**config.mk**
```make
export PLATFORM = sky130hd
export DESIGN_NAME = ordered_array_list_engine_core
export DESIGN_NICKNAME = d
export VERILOG_FILES = /design/src/hw/rtl/oale_pkg.sv /design/src/hw/rtl/oale_ram.sv /design/src/hw/rtl/oale_ctrl.sv /design/src/hw/rtl/oale_dp.sv /design/src/hw/rtl/ordered_array_list_engine_core.sv
export SDC_FILE = /design/constraint.sdc
export NUM_CORES = 1
export LEC_CHECK = 0
export ABC_AREA = 1
export CAP_MARGIN = 20
export CORE_MARGIN = 3
export CORE_UTILIZATION = 34
export CTS_CLUSTER_SIZE = 24
export DETAILED_ROUTE_END_ITERATION = 7
export DONT_BUFFER_PORTS = 1
export GPL_ROUTABILITY_DRIVEN = 0
export SLEW_MARGIN = 40
export SYNTH_ARGS = -nofsm -noshare
export SYNTH_HDL_FRONTEND = slang
export SYNTH_SLANG_ARGS = --single-unit
```
**constraint.sdc**
```tcl
create_clock -name clk_i -period 7.7 [get_ports clk_i]
set_input_delay 1.54 -clock clk_i [delete_from_list [all_inputs] [get_ports clk_i]]
set_output_delay 1.54 -clock clk_i [all_outputs]
set_load 0.02 [all_outputs]
```
**src/hw/rtl/oale_pkg.sv**
```systemverilog
package oale_pkg;

  localparam int CAPACITY_DEF   = 16;
  localparam int ENTRY_BITS_DEF = 64;

  localparam int ACTION_W   = 2;
  localparam int POSITION_W = 5;
  localparam int VALUE_W    = 64;
  localparam int STATUS_W   = 2;
  localparam int FOUND_W    = 4;
  localparam int COUNT_W    = 5;

  typedef enum logic [ACTION_W-1:0] {
    ACT_INSERT = 2'd0,
    ACT_REMOVE = 2'd1,
    ACT_READ   = 2'd2,
    ACT_FIND   = 2'd3
  } action_e;

  typedef enum logic [STATUS_W-1:0] {
    ST_OK    = 2'd0,
    ST_RANGE = 2'd1,
    ST_FULL  = 2'd2,
    ST_MISS  = 2'd3
  } status_e;

  typedef struct packed {
    action_e                 action;
    logic [POSITION_W-1:0]   position;
    logic [VALUE_W-1:0]      entry_value;
  } item_t;

  typedef struct packed {
    status_e                 status;
    logic [VALUE_W-1:0]      read_value;
    logic [FOUND_W-1:0]      found_index;
    logic [COUNT_W-1:0]      entry_count;
  } result_t;

  typedef struct packed {
    logic load;
    logic run;
    logic commit;
  } cmd_t;

  typedef struct packed {
    logic run_done;
  } sts_t;

endpackage

```
**src/hw/rtl/oale_ram.sv**
```systemverilog
module oale_ram #(
  parameter int WIDTH = 8,
  parameter int DEPTH = 2
) (
  input  logic                     clk_i,
  input  logic                     we_i,
  input  logic [$clog2(DEPTH)-1:0] waddr_i,
  input  logic [WIDTH-1:0]         wdata_i,
  input  logic [$clog2(DEPTH)-1:0] raddr_i,
  output logic [WIDTH-1:0]         rdata_o
);

  logic [WIDTH-1:0] mem_q [DEPTH];
  logic [WIDTH-1:0] rdata_q;

  always_ff @(posedge clk_i) begin
    if (we_i) begin
      mem_q[waddr_i] <= wdata_i;
    end
    rdata_q <= mem_q[raddr_i];
  end

  assign rdata_o = rdata_q;

endmodule

```
**src/hw/rtl/oale_ctrl.sv**
```systemverilog
module oale_ctrl (
  input  logic           clk_i,
  input  logic           rst_ni,
  input  logic           start_i,
  input  oale_pkg::sts_t sts_i,
  output oale_pkg::cmd_t cmd_o,
  output logic           busy_o,
  output logic           done_o
);

  import oale_pkg::*;

  localparam logic [1:0] S_IDLE = 2'd0;
  localparam logic [1:0] S_RUN  = 2'd1;
  localparam logic [1:0] S_TAIL = 2'd2;
  localparam logic [1:0] S_DONE = 2'd3;

  logic [1:0] state_d, state_q;

  always_comb begin
    state_d = state_q;
    cmd_o   = '0;
    case (state_q)
      S_IDLE: begin
        if (start_i) begin
          cmd_o.load = 1'b1;
          state_d    = S_RUN;
        end
      end
      S_RUN: begin
        cmd_o.run = 1'b1;
        if (sts_i.run_done) begin
          state_d = S_TAIL;
        end
      end
      S_TAIL: begin
        cmd_o.commit = 1'b1;
        state_d      = S_DONE;
      end
      S_DONE: begin
        state_d = S_IDLE;
      end
      default: begin
        state_d = S_IDLE;
      end
    endcase
  end

  always_ff @(posedge clk_i or negedge rst_ni) begin
    if (!rst_ni) begin
      state_q <= S_IDLE;
    end else begin
      state_q <= state_d;
    end
  end

  assign busy_o = (state_q != S_IDLE);
  assign done_o = (state_q == S_DONE);

endmodule

```
**src/hw/rtl/oale_dp.sv**
```systemverilog
module oale_dp #(
  parameter int CAPACITY   = 16,
  parameter int ENTRY_BITS = 64
) (
  input  logic              clk_i,
  input  logic              rst_ni,
  input  oale_pkg::cmd_t    cmd_i,
  input  oale_pkg::item_t   item_i,
  output oale_pkg::sts_t    sts_o,
  output oale_pkg::result_t result_o
);

  import oale_pkg::*;

  localparam int IDX_W = $clog2(CAPACITY);
  localparam int CNT_W = $clog2(CAPACITY + 1);
  localparam int CMP_W = (CNT_W > POSITION_W) ? CNT_W : POSITION_W;

  action_e               op_d, op_q;
  logic [POSITION_W-1:0] pos_d, pos_q;
  logic [ENTRY_BITS-1:0] key_d, key_q;
  logic [CNT_W-1:0]      cnt_d, cnt_q;
  logic [CNT_W-1:0]      rem_d, rem_q;
  logic [IDX_W-1:0]      ptr_d, ptr_q;
  logic                  pend_d, pend_q;
  logic [IDX_W-1:0]      pend_addr_d, pend_addr_q;
  status_e               status_d, status_q;
  logic [ENTRY_BITS-1:0] rdval_d, rdval_q;
  logic [IDX_W-1:0]      fidx_d, fidx_q;
  result_t               res_d, res_q;

  logic [CMP_W-1:0]      in_pos, cur_cnt;
  logic                  issue, match, shift_wr, ins_ok;
  logic                  ram_we;
  logic [IDX_W-1:0]      ram_waddr;
  logic [ENTRY_BITS-1:0] ram_wdata;
  logic [ENTRY_BITS-1:0] ram_rdata;

  assign in_pos  = CMP_W'(item_i.position);
  assign cur_cnt = CMP_W'(cnt_q);

  assign issue    = cmd_i.run && (rem_q != '0);
  assign match    = cmd_i.run && pend_q && (op_q == ACT_FIND) && (ram_rdata == key_q);
  assign shift_wr = cmd_i.run && pend_q && ((op_q == ACT_INSERT) || (op_q == ACT_REMOVE));
  assign ins_ok   = cmd_i.commit && (op_q == ACT_INSERT) && (status_q == ST_OK);

  always_comb begin
    op_d        = op_q;
    pos_d       = pos_q;
    key_d       = key_q;
    cnt_d       = cnt_q;
    rem_d       = rem_q;
    ptr_d       = ptr_q;
    pend_d      = pend_q;
    pend_addr_d = pend_addr_q;
    status_d    = status_q;
    rdval_d     = rdval_q;
    fidx_d      = fidx_q;
    res_d       = res_q;

    if (cmd_i.load) begin
      op_d    = item_i.action;
      pos_d   = item_i.position;
      key_d   = item_i.entry_value[ENTRY_BITS-1:0];
      rdval_d = '0;
      fidx_d  = '0;
      pend_d  = 1'b0;
      rem_d   = '0;
      ptr_d   = '0;
      case (item_i.action)
        ACT_INSERT: begin
          if (cnt_q == CNT_W'(CAPACITY)) begin
            status_d = ST_FULL;
          end else if (in_pos > cur_cnt) begin
            status_d = ST_RANGE;
          end else begin
            status_d = ST_OK;
            rem_d    = CNT_W'(cur_cnt - in_pos);
            ptr_d    = IDX_W'(cnt_q - CNT_W'(1));
          end
        end
        ACT_REMOVE: begin
          if (in_pos >= cur_cnt) begin
            status_d = ST_RANGE;
          end else begin
            status_d = ST_OK;
            rem_d    = CNT_W'(cur_cnt - in_pos - CMP_W'(1));
            ptr_d    = IDX_W'(in_pos + CMP_W'(1));
          end
        end
        ACT_READ: begin
          if (in_pos >= cur_cnt) begin
            status_d = ST_RANGE;
          end else begin
            status_d = ST_OK;
            rem_d    = CNT_W'(1);
            ptr_d    = IDX_W'(in_pos);
          end
        end
        default: begin
          status_d = ST_MISS;
          rem_d    = cnt_q;
        end
      endcase
    end

    if (cmd_i.run) begin
      pend_d = issue;
      if (issue) begin
        rem_d       = rem_q - CNT_W'(1);
        pend_addr_d = ptr_q;
        ptr_d       = (op_q == ACT_INSERT) ? ptr_q - IDX_W'(1) : ptr_q + IDX_W'(1);
      end
      if (pend_q && (op_q == ACT_READ)) begin
        rdval_d = ram_rdata;
      end
      if (match) begin
        rem_d    = '0;
        pend_d   = 1'b0;
        status_d = ST_OK;
        fidx_d   = pend_addr_q;
      end
    end

    if (cmd_i.commit) begin
      if (status_q == ST_OK) begin
        if (op_q == ACT_INSERT) begin
          cnt_d = cnt_q + CNT_W'(1);
        end else if (op_q == ACT_REMOVE) begin
          cnt_d = cnt_q - CNT_W'(1);
        end
      end
      res_d.status      = status_q;
      res_d.read_value  = VALUE_W'(rdval_q);
      res_d.found_index = FOUND_W'(fidx_q);
      res_d.entry_count = COUNT_W'(cnt_d);
    end
  end

  always_comb begin
    ram_we    = shift_wr || ins_ok;
    ram_wdata = ram_rdata;
    if (cmd_i.commit) begin
      ram_waddr = IDX_W'(pos_q);
      ram_wdata = key_q;
    end else if (op_q == ACT_INSERT) begin
      ram_waddr = pend_addr_q + IDX_W'(1);
    end else begin
      ram_waddr = pend_addr_q - IDX_W'(1);
    end
  end

  oale_ram #(
    .WIDTH (ENTRY_BITS),
    .DEPTH (CAPACITY)
  ) u_ram (
    .clk_i   (clk_i),
    .we_i    (ram_we),
    .waddr_i (ram_waddr),
    .wdata_i (ram_wdata),
    .raddr_i (ptr_q),
    .rdata_o (ram_rdata)
  );

  always_ff @(posedge clk_i or negedge rst_ni) begin
    if (!rst_ni) begin
      cnt_q  <= '0;
      rem_q  <= '0;
      pend_q <= 1'b0;
    end else begin
      cnt_q  <= cnt_d;
      rem_q  <= rem_d;
      pend_q <= pend_d;
    end
  end

  always_ff @(posedge clk_i) begin
    op_q        <= op_d;
    pos_q       <= pos_d;
    key_q       <= key_d;
    ptr_q       <= ptr_d;
    pend_addr_q <= pend_addr_d;
    status_q    <= status_d;
    rdval_q     <= rdval_d;
    fidx_q      <= fidx_d;
    res_q       <= res_d;
  end

  assign sts_o.run_done = (rem_q == '0) && !pend_q;
  assign result_o       = res_q;

endmodule

```
**src/hw/rtl/ordered_array_list_engine_core.sv**
```systemverilog
// ordered list of up to CAPACITY entries kept in a simple dual-port ram (one write and one
// registered read per cycle, at separate addresses). an item is taken when start is high and
// busy is low; its result shows on result_o for one cycle with done_o high and must be taken
// then, there is no stall. every entry that an insert moves, a remove moves, a read returns or
// a find compares takes one ram read; an empty find or a rejected item reads none. insert
// reads count-position entries, remove count-position-1, read one, find up to the first
// match. busy drops in the cycle after done_o. entry storage is not cleared at reset.
module ordered_array_list_engine_core #(
  parameter int CAPACITY   = oale_pkg::CAPACITY_DEF,
  parameter int ENTRY_BITS = oale_pkg::ENTRY_BITS_DEF
) (
  input  logic              clk_i,
  input  logic              rst_ni,
  input  logic              start,
  output logic              busy,
  input  oale_pkg::item_t   item_i,
  output logic              done_o,
  output oale_pkg::result_t result_o
);

  import oale_pkg::*;

  cmd_t cmd;
  sts_t sts;

  oale_ctrl u_ctrl (
    .clk_i   (clk_i),
    .rst_ni  (rst_ni),
    .start_i (start),
    .sts_i   (sts),
    .cmd_o   (cmd),
    .busy_o  (busy),
    .done_o  (done_o)
  );

  oale_dp #(
    .CAPACITY   (CAPACITY),
    .ENTRY_BITS (ENTRY_BITS)
  ) u_dp (
    .clk_i    (clk_i),
    .rst_ni   (rst_ni),
    .cmd_i    (cmd),
    .item_i   (item_i),
    .sts_o    (sts),
    .result_o (result_o)
  );

  a_accept_busy: assert property (@(posedge clk_i) disable iff (!rst_ni)
    (start && !busy) |=> busy)
    else $error("accepted item did not raise busy");

  a_done_busy: assert property (@(posedge clk_i) disable iff (!rst_ni)
    done_o |-> busy)
    else $error("result strobe outside busy");

  a_done_release: assert property (@(posedge clk_i) disable iff (!rst_ni)
    done_o |=> !busy)
    else $error("busy held after result");

  a_fail_zero: assert property (@(posedge clk_i) disable iff (!rst_ni)
    (done_o && (result_o.status != ST_OK)) |->
      ((result_o.read_value == '0) && (result_o.found_index == '0)))
    else $error("failed item carries data");

endmodule
```
==> results of run 1 <==
-- per-stage QoR --
step	total power, mW	setup WS [ps]
after floorplan	15.68	1055
after global placement	18.83	3453
after detailed placement	19.01	3380
after CTS	24.88	3374
after global routing	26.14	3367
final	24.91	3582
-- cell families (layout without fill, tap and decap cells) --
kind of cell | after synthesis | count (layout)
other | 0 | 2
AND/OR/NAND/NOR | 1241 | 1241
XOR/XNOR | 18 | 18
flip-flops | 1324 | 1324
AO/OA/AOI/OAI | 1040 | 1040
adder cells (fa/ha/maj) | 27 | 27
buffers and inverters | 439 | 532
-- area by class of cell --
| cell class | instances | area [sq um] |
|---|---|---|
| antenna | 2 | 5.005 |
| inverter | 189 | 739.5 |
| sequential | 1324 | 38330 |
| fill | 14045 | 91950 |
| tap | 2016 | 2522 |
| multi-input combinational | 2326 | 11890 |
| clock buffer | 170 | 3383 |
| timing repair buffer | 120 | 1162 |
| clock inverter | 53 | 514.2 |
-- worst paths after layout --
check	cells after the start	slack, ps	end
max in group asynchronous	0	7100	u_dp.cnt_q[2]
min in group asynchronous	0	510	u_dp.rem_q[0]
worst max-delay path	9	3580	u_dp.u_ram.mem_q[3][20]
worst min register to register	0	430	u_dp.result_o[42]
worst min-delay path	0	430	u_dp.result_o[42]
worst max register to register	9	3580	u_dp.u_ram.mem_q[3][20]
-- worst register-to-register path, delay by kind of cell, from the launching register on --
family	cells	cell delay, ps
adder cells (fa/ha/maj)	1	490
buffers and inverters	4	1110
AND/OR/NAND/NOR	3	1190
flip-flops	1	550
AO/OA/AOI/OAI	1	370
-- cell usage after synthesis, types with 3 or more instances --
cell type	number	share of area
edfxtp_1	1173	0.68
o21ai_0	621	0.060
nor2_1	613	0.044
nand2_1	441	0.032
clkbuf_1	183	0.013
o221ai_1	179	0.030
inv_1	170	0.012
nand3_1	155	0.015
dfxtp_1	138	0.053
o211ai_1	79	0.011
o22ai_1	78	0.0094
o21ai_1	44	0.0043
buf_2	43	0.0042
ha_1	24	0.0058
a21oi_1	22	0.0021
nand4_1	19	0.0023
buf_1	18	0.0013
inv_2	16	0.0012
dfrtp_1	13	0.0063
xnor2_1	9	0.0015
xor2_1	9	0.0015
buf_4	5	0.00073
o21ai_2	4	0.00068
a22oi_1	3	0.00044
fa_1	3	0.0012
nand3_2	3	0.00058
-- report_power, final --
part / switching, mW / internal, mW
clock network: 2.58 / 3.32
logic: 5.93 / 2.08
registers: 0.941 / 10.1
total: 9.46 / 15.5
-- registers in the layout, summed over array words and instances, names as in the netlist, 4 cells and up --
name and count:
u_dp.rem_q 5, u_dp.key_q 64, u_dp.rdval_q 64, u_dp.pend_addr_q 4, u_dp.pos_q 4, u_dp.result_o 75
u_dp.u_ram.rdata_o 64, u_dp.fidx_q 4, u_dp.u_ram.mem_q 1024, u_dp.cnt_q 5, u_dp.ptr_q 4
-- metal layers --
| metal | up-vias | GRT usage | wire [microns] |
|---|---|---|---|
| met3 | 254 | 0.02559 | 11120 |
| met2 | 1423 | 0.2851 | 66850 |
| li1 | 14951 | - | - |
| met4 | 0 | 0.06637 | 5189 |
| met1 | 16307 | 0.2394 | 58790 |
| met5 | - | 0 | 0 |
==> impl.org, run 1 <==
** Critical path
- Number of buffers and inverters on the critical path :: 4
- In this design, the largest share of critical-path delay is due to simple AND/OR/NAND/NOR gates.
- Peak fanout along the critical path :: 41
- The critical path starts at u_dp.op_q[1].
- Max stage delay on crit path :: 710 ps
- Kind of start point of the critical path :: register
- Critical Path AT :: 4460 ps
- At the worst endpoint, the required time is 8040 ps.
- CP Class :: reg -> reg
- Worst-path cell chain :: nor2_4 -> inv_2 -> fa_1 -> inv_1 -> o21ai_0 -> nand3_1 -> nor2_4 -> buf_8 -> buf_4
- The largest individual stage delay along the critical path comes from the cell buf_4.
- Dominant cell type by count on the critical path :: nor2_4
- The worst register-to-register path begins at u_dp.op_q[1].
- Worst Setup End Kind :: register

** STA
- Transition at the pin with the smallest max-transition slack :: 872.5 ps
- The max-slew violation count was 0.
- The count of final hold-check violations is 0.
- Crit path time final :: 4118 ps
- Dividing the final minimum period by the clock period gives 0.5348.
- Setup repair after global routing left no endpoint under its margin.
- Total negative slack :: 0 ps
- Final setup fails :: 0
- Headroom to the max-slew limit came out at 0.4184.
- Hold is met by 428.7 ps.
- Largest clock skew in the final design :: 39.94 ps
- Derived from the worst setup path, the maximum achievable clock frequency is 242.8 MHz.

** Synthesis
- Total of warnings raised by yosys :: 0
- Synthesis produced a netlist with a net count of 4190.
- Of the post-synthesis cell area, the part taken by muxes is 0.
- Simple logic cell fraction of the synthesized area :: 0.09570
- Post-synthesis compound-gate area fraction :: 0.1207
- Mean cell area of the mapped netlist :: 12.66 sq um
- Share of synthesized area occupied by flip-flops and latches :: 0.7402
- In the synthesized netlist the dominant register cell turns out to be edfxtp_1.
- The cell area that synthesis handed to floorplanning was 51760 sq um.
- Counting every instance in the synthesized netlist gives 4089.
- Yosys mapped a number of flops with a built-in enable equal to 1173.
- For this run, asynchronously set or reset flops after synthesis account for 0.009819.
- Yosys mapped the design onto 44 distinct sky130hd cell types.
- After synthesis, the largest family of logic cells by area is compound AO/OA/AOI/OAI gates.
- Synthesized flop and latch total :: 1324
- Share of the synthesized netlist area taken by xor and xnor gates :: 0.003046
- Post-synthesis share of cell area spent on full adders, half adders and majority gates :: 0.006962

** Global routing
- Pin count of the biggest net entering global routing :: 235
- Number of antenna violations at the first check in global routing :: 4
- Summed over all layers, the global routing overflow is 0.
- Global-route total usage across every layer :: 0.1758
- The first global-routing pass estimated 207.2 mm of wire.
- The via count of the first global-routing pass came to 30784.

** Placed design
- Once placement completed, the tool counted placed cells totaling 5971.
- After detailed placement, the total cell area comes to 54510 sq um.
- Number of I/O port buffers :: 0
- Final HPWL from detailed placement :: 83.27 mm

** Die
- Starting density of the core :: 0.3439
- From bottom edge to top edge, the die measures 396.2 microns.
- Standard-cell rows :: 142
- The die is 396.2 microns wide.
- The floorplan step defined a die boundary enclosing 156900 sq um.
- Core region area :: 150500 sq um
- Number of top-level pins :: 151

** CTS
- The tree built by TritonCTS fans out to 1324 sinks.
- CTS tree :: done
- At the later pin of the worst-skew pair, clock insertion delay measures 740 ps.
- Clock input transition at the sequential cells of the worst setup and hold paths :: 70 ps
- Hold_buf cts :: 0
- Cell at the root of the clock tree :: clkbuf_16
- Number of gates resized after CTS :: 0
- The H-tree was split into 3 levels.
- Buffer depth of the longest clock path :: 3
- The number of setup buffers added after CTS is 0.
- TritonCTS buffer count :: 118

** Drt
- Remaining design rule violation count :: 0
- In the final routed layout, each cell accounts on average for 22.90 microns.
- Mean number of vias per cell :: 5.312
- Vias :: 32935
- Drt first-iter violations :: 3631
- For this block, the routed nets add up to 142.0 mm of wire.
- The detail route stage leaves a number of antenna-violating nets equal to 0.
- Before antenna repair, the detailed router went through 6 iterations.

** Finish
- The library cell used most frequently in the layout, excluding fill and tap cells, is edfxtp_1.
- Fraction of layout instances using a drive strength above 1 :: 0.08465
- The top cell types in the final layout, fill and taps aside, are 1173 x edfxtp_1, 617 x o21ai_0, 597 x nor2_1.
- The area growth from synthesis to layout is 13.10%.
- The final layout contains 4180 nets.
- Leaving out filler cells and counting taps, the final layout contains 6200.
- Post-route cell area :: 58540 sq um
- Core occupancy in the finished layout :: 0.3890

** Hold path
- Launch instance of the worst min-delay path :: u_dp.rdval_q[33]
- The min-delay analysis places its worst path in the category reg -> reg.

** Power
- For this design the ratio of total power to cell area is 425.6 nW/um^2.
- For this design the static power due to leakage is 19.62 nW.
- The worst-case IR drop observed on VDD is 0.0002826 V.

** Run status
- The flow ran to the end, and the final reports show no timing, DRC or antenna violations.

** Flow run
- Max-cap violations in this run came to 0.
Note: power is estimated with default switching activity, not from simulation.
==> inputs of run 2 (changes only) <==
==> constraint.sdc (replaced) <==
create_clock -name clk_i -period 3.8 [get_ports clk_i]
set_input_delay 0.76 -clock clk_i [delete_from_list [all_inputs] [get_ports clk_i]]
set_output_delay 0.76 -clock clk_i [all_outputs]
set_load 0.02 [all_outputs]
==> run 2 against run 1 <==
First-iteration DRC count increased by 5.3%. Sequential share of layout area decreased by 0.50 points. Register-to-register slack got worse by 3200 ps. Critical path depth is 1 lower. Worst setup slack got worse by 3200 ps. Fmax increased by 21%. Hold slack got worse by 300 ps. Clock-buffer cell count down 11.
==> impl.org, run 2 (synthesis results as in run 1) <==
** Drt
- Met1 layer wirelength in the final routing :: 62.07 mm (+5.6%)
- The number of antenna-violating nets in the routed design came to 0 (unchanged).
- Drt first-iter violations :: 3822 (+5.3%)
- Remaining design rule violation count :: 0 (unchanged)
- The count of TritonRoute iterations in the first routing pass was 6 (unchanged).
- The overall via count from detail_route is 33190 (+0.77%).
- The number of vias per cell is 5.328 (+0.31%).
- Routed wire length per instance :: 22.73 microns (-0.74%)
- Routed WL :: 141.6 mm (-0.27%)
- The highest metal layer carrying signal wires in the routed design is met4.
- Sum of met3 wire segment lengths after detailed routing :: 12.40 mm (+11%)
- The met2 routed wirelength is 61.89 mm (-7.4%).

** Global routing
- The total congestion overflow was 0 (unchanged).
- The via count of the first global-routing pass is 30597 (-0.61%).
- The number of antenna violations at the first check in global routing was 1 (-3).
- First-pass GRT wire length :: 208.0 mm (+0.37%)
- The global-route usage over all layers came to 0.1753 (-0.0004738).
- Pin count of the biggest net entering global routing :: 177 (-25%)

** Finish
- # fillers :: 13959 (-0.61%)
- Max FFs per register :: 1024 (unchanged)
- Fraction of layout instances using a drive strength above 1 :: 0.08998 (+0.005333)
- The sequential cell area was 38330 sq um (unchanged).
- Commonest non-fill, non-tap cells in the layout :: 1173 x edfxtp_1, 613 x o21ai_0, 597 x nor2_1
- The net count reported at finish was 4205 (+0.60%).
- Multi-input gate area in the final layout :: 11890 sq um (about the same)
- Syn-to-layout area delta :: 13.98%
- More flip-flops sit in one register than any other, and that register is u_dp.u_ram.mem_q.
- The library cell used most frequently in the layout, excluding fill and tap cells, is edfxtp_1.

** CTS
- The clock edge transition at the registers on the reported setup and hold paths was 70 ps (about the same).
- Number of levels the H-tree was split into :: 3 (unchanged)
- The clock buffer count from CTS came to 121 (+2.5%).
- Cell at the root of the clock tree :: clkbuf_16
- The number of clock sinks seen by CTS is 1324 (unchanged).
- The deepest clock path buffer count was 3 (unchanged).
- Buffer count from post-CTS setup fixing :: 0 (unchanged)
- TritonCTS built the clock tree.
- Clock insertion delay at the later pin of the skew report :: 730 ps (about the same)

** Run status
- The flow ran to the end, and the final reports show no timing, DRC or antenna violations.

** Critical path
- Capture point of the worst path :: u_dp.u_ram.mem_q[3][2]
- The worst setup path is of the reg -> reg kind.
- In this run the critical register-to-register path is launched from u_dp.op_q[1].
- Broken down by cell family, the worst path's largest delay share belongs to simple AND/OR/NAND/NOR gates.
- Critical Path AT :: 3830 ps (-630 ps)
- Terminus of the critical flop-to-flop path :: u_dp.u_ram.mem_q[3][2]
- R2r setup slk :: 390 ps (-3200 ps)
- Worst Path Required :: 4220 ps (-3820 ps)
- The number of buffer and inverter stages on the critical path came to 3 (-1).
- The maximum fanout encountered on the critical timing path was 10 (-76%).
- The critical path starts at u_dp.op_q[1].
- The cell count of the worst reg-to-reg path is 8 (-1).
- STA classifies the critical path startpoint as a register.
- Among the stages of the critical path, the cell type that occurs most often is nor2_4.
- Critical Path Slowest Stage Cell :: edfxtp_1
- Worst Setup End Kind :: register
- The number of cells on the critical path was 8 (-1).
- Worst-path cell chain :: nor2_4 -> inv_2 -> fa_1 -> inv_1 -> o21ai_0 -> nand3_1 -> nor2_4 -> buf_4
- The critical path's largest stage delay was 530 ps (-180 ps).

** Power
- The switching part of the total power came to 0.3893 (+0.009748).
- The part of the power in registers came to 0.425 (-0.016).
- The part of the total power dissipated in the clock network was 0.234 (-0.003).
- The maximum vdd ir drop was 0.0006689 V (+140%).
- The cell-internal power is 31.55 mW (+100%).
- The total power divided by cell area is 875.8 nW/um^2 (+110%).
- The part of the power in combinational logic was 0.341 (+0.019).
- The static leakage was 19.80 nW (+0.92%).
- Switching power :: 20.11 mW (+110%)

** Die
- The I/O pin count came to 151 (unchanged).
- The number of core rows came to 142 (unchanged).
- The full die area was 156900 sq um (unchanged).
- The initial cell density of the core was 0.3439 (unchanged).
- Core region area :: 150500 sq um (unchanged)
- The floorplan die height is 396.2 microns (unchanged).
- Die boundary width :: 396.2 microns (unchanged)

** STA
- Unrepaired setup endpoints after global routing :: false
- Final setup fails :: 0 (unchanged)
- Transition at the pin with the smallest max-transition slack :: 895.7 ps (+23.20 ps)
- Final worst-path cycle share :: 0.8983 (+0.3635)
- Crit path time final :: 3414 ps (-704.3 ps)
- Worst hold slack across all endpoints :: 125.8 ps (-302.9 ps)
- Number of hold violations in the final report :: 0 (unchanged)
- FMAX :: 292.9 MHz (+21%)
- Largest clock skew in the final design :: 39.77 ps (-0.1677 ps)
- Max_slew headroom :: 0.4029 (-0.01547)
- Total negative slack :: 0 ps (unchanged)
- The max-slew violation count came to 0 (unchanged).

** Flow run
- Number of violations of the max-capacitance limit :: 0 (unchanged)

** Placed design
- The total half-perimeter wirelength after legalization and detailed placement is 88.92 mm (+6.8%).
- The number of port buffers came to 0 (unchanged).

** Hold path
- The tightest min-delay check is of the in -> reg type.
==> run 2: changes by cell type in the layout (fill, tap and decap cells not counted), moves of 4 or more <==
| cell | delta |
|---|---|
| buf_4 | +4 |
| clkinv_2 | +4 |
| clkbuf_1 | -6 |
| clkinv_1 | +13 |
| clkbuf_8 | -9 |
| o21ai_2 | +4 |
| buf_12 | +36 |
| o21ai_0 | -4 |
| clkbuf_16 | +4 |
| buf_6 | -8 |
| buf_16 | -8 |
==> run 2: how the worst min path moves through the flow <==
stage                        end  cells past startpoint        startpoint  slack (ps)
3_5_place_dp   u_dp.result_o[49]                      0  u_dp.rdval_q[40]         410
3_3_place_gp   u_dp.result_o[11]                      0   u_dp.rdval_q[2]         410
6_report          u_dp.key_q[21]                      0        item_i[21]         130
5_1_grt           u_dp.key_q[27]                      0        item_i[27]         110
2_1_floorplan  u_dp.result_o[10]                      0   u_dp.rdval_q[1]         410
4_1_cts            u_dp.key_q[4]                      0         item_i[4]          80
==> run 2: cell type report <==
cell class / count / area share
tap: 2016 / 0.04276
multi-input combinational: 2326 / 0.2016
clock buffer: 159 / 0.05657
timing repair buffer: 142 / 0.02658
inverter: 189 / 0.01241
sequential: 1324 / 0.6497
antenna: 1 / 0.00004242
clock inverter: 72 / 0.01039
==> run 2: metal layers <==
layer,up-vias,track usage
li1,15015,-
met1,16443,0.2578
met2,1504,0.2610
met3,228,0.02686
met4,0,0.06677
met5,-,0
==> run 2: power by group through the flow <==
stage / registers (mW) / clock network, mW / logic, mW
final: 21.9 / 12.1 / 17.6
after global routing: 22.1 / 12.9 / 19.2
after CTS: 21.9 / 12.3 / 17.5
after detailed placement: 22.2 / 0 / 17.4
after global placement: 22.2 / 0 / 17.1
after floorplan: 21.7 / 0 / 10.2
==> run 2: per-stage QoR <==
step | setup slack, ps | total power [mW] | std cells | util | cell area [sq um]
finish | 386.4 | 51.66 | 6229 | 0.3920 | 58990
detailed placement | 351.7 | 39.61 | 5996 | 0.3656 | 55020
global route | 94.19 | 54.16 | 6228 | 0.3920 | 58990
floorplan | 75.71 | 31.86 | 4089 | - | 51890
CTS | 400.2 | 51.67 | 6228 | 0.3919 | 58980
global placement | 391.9 | 39.30 | 5996 | 0.3655 | 55000
==> run 2: timing repair <==
item                      4_1_cts  5_1_grt
hold endpoints to repair       13        0
resized for setup               0        0
hold buffers                    1        0
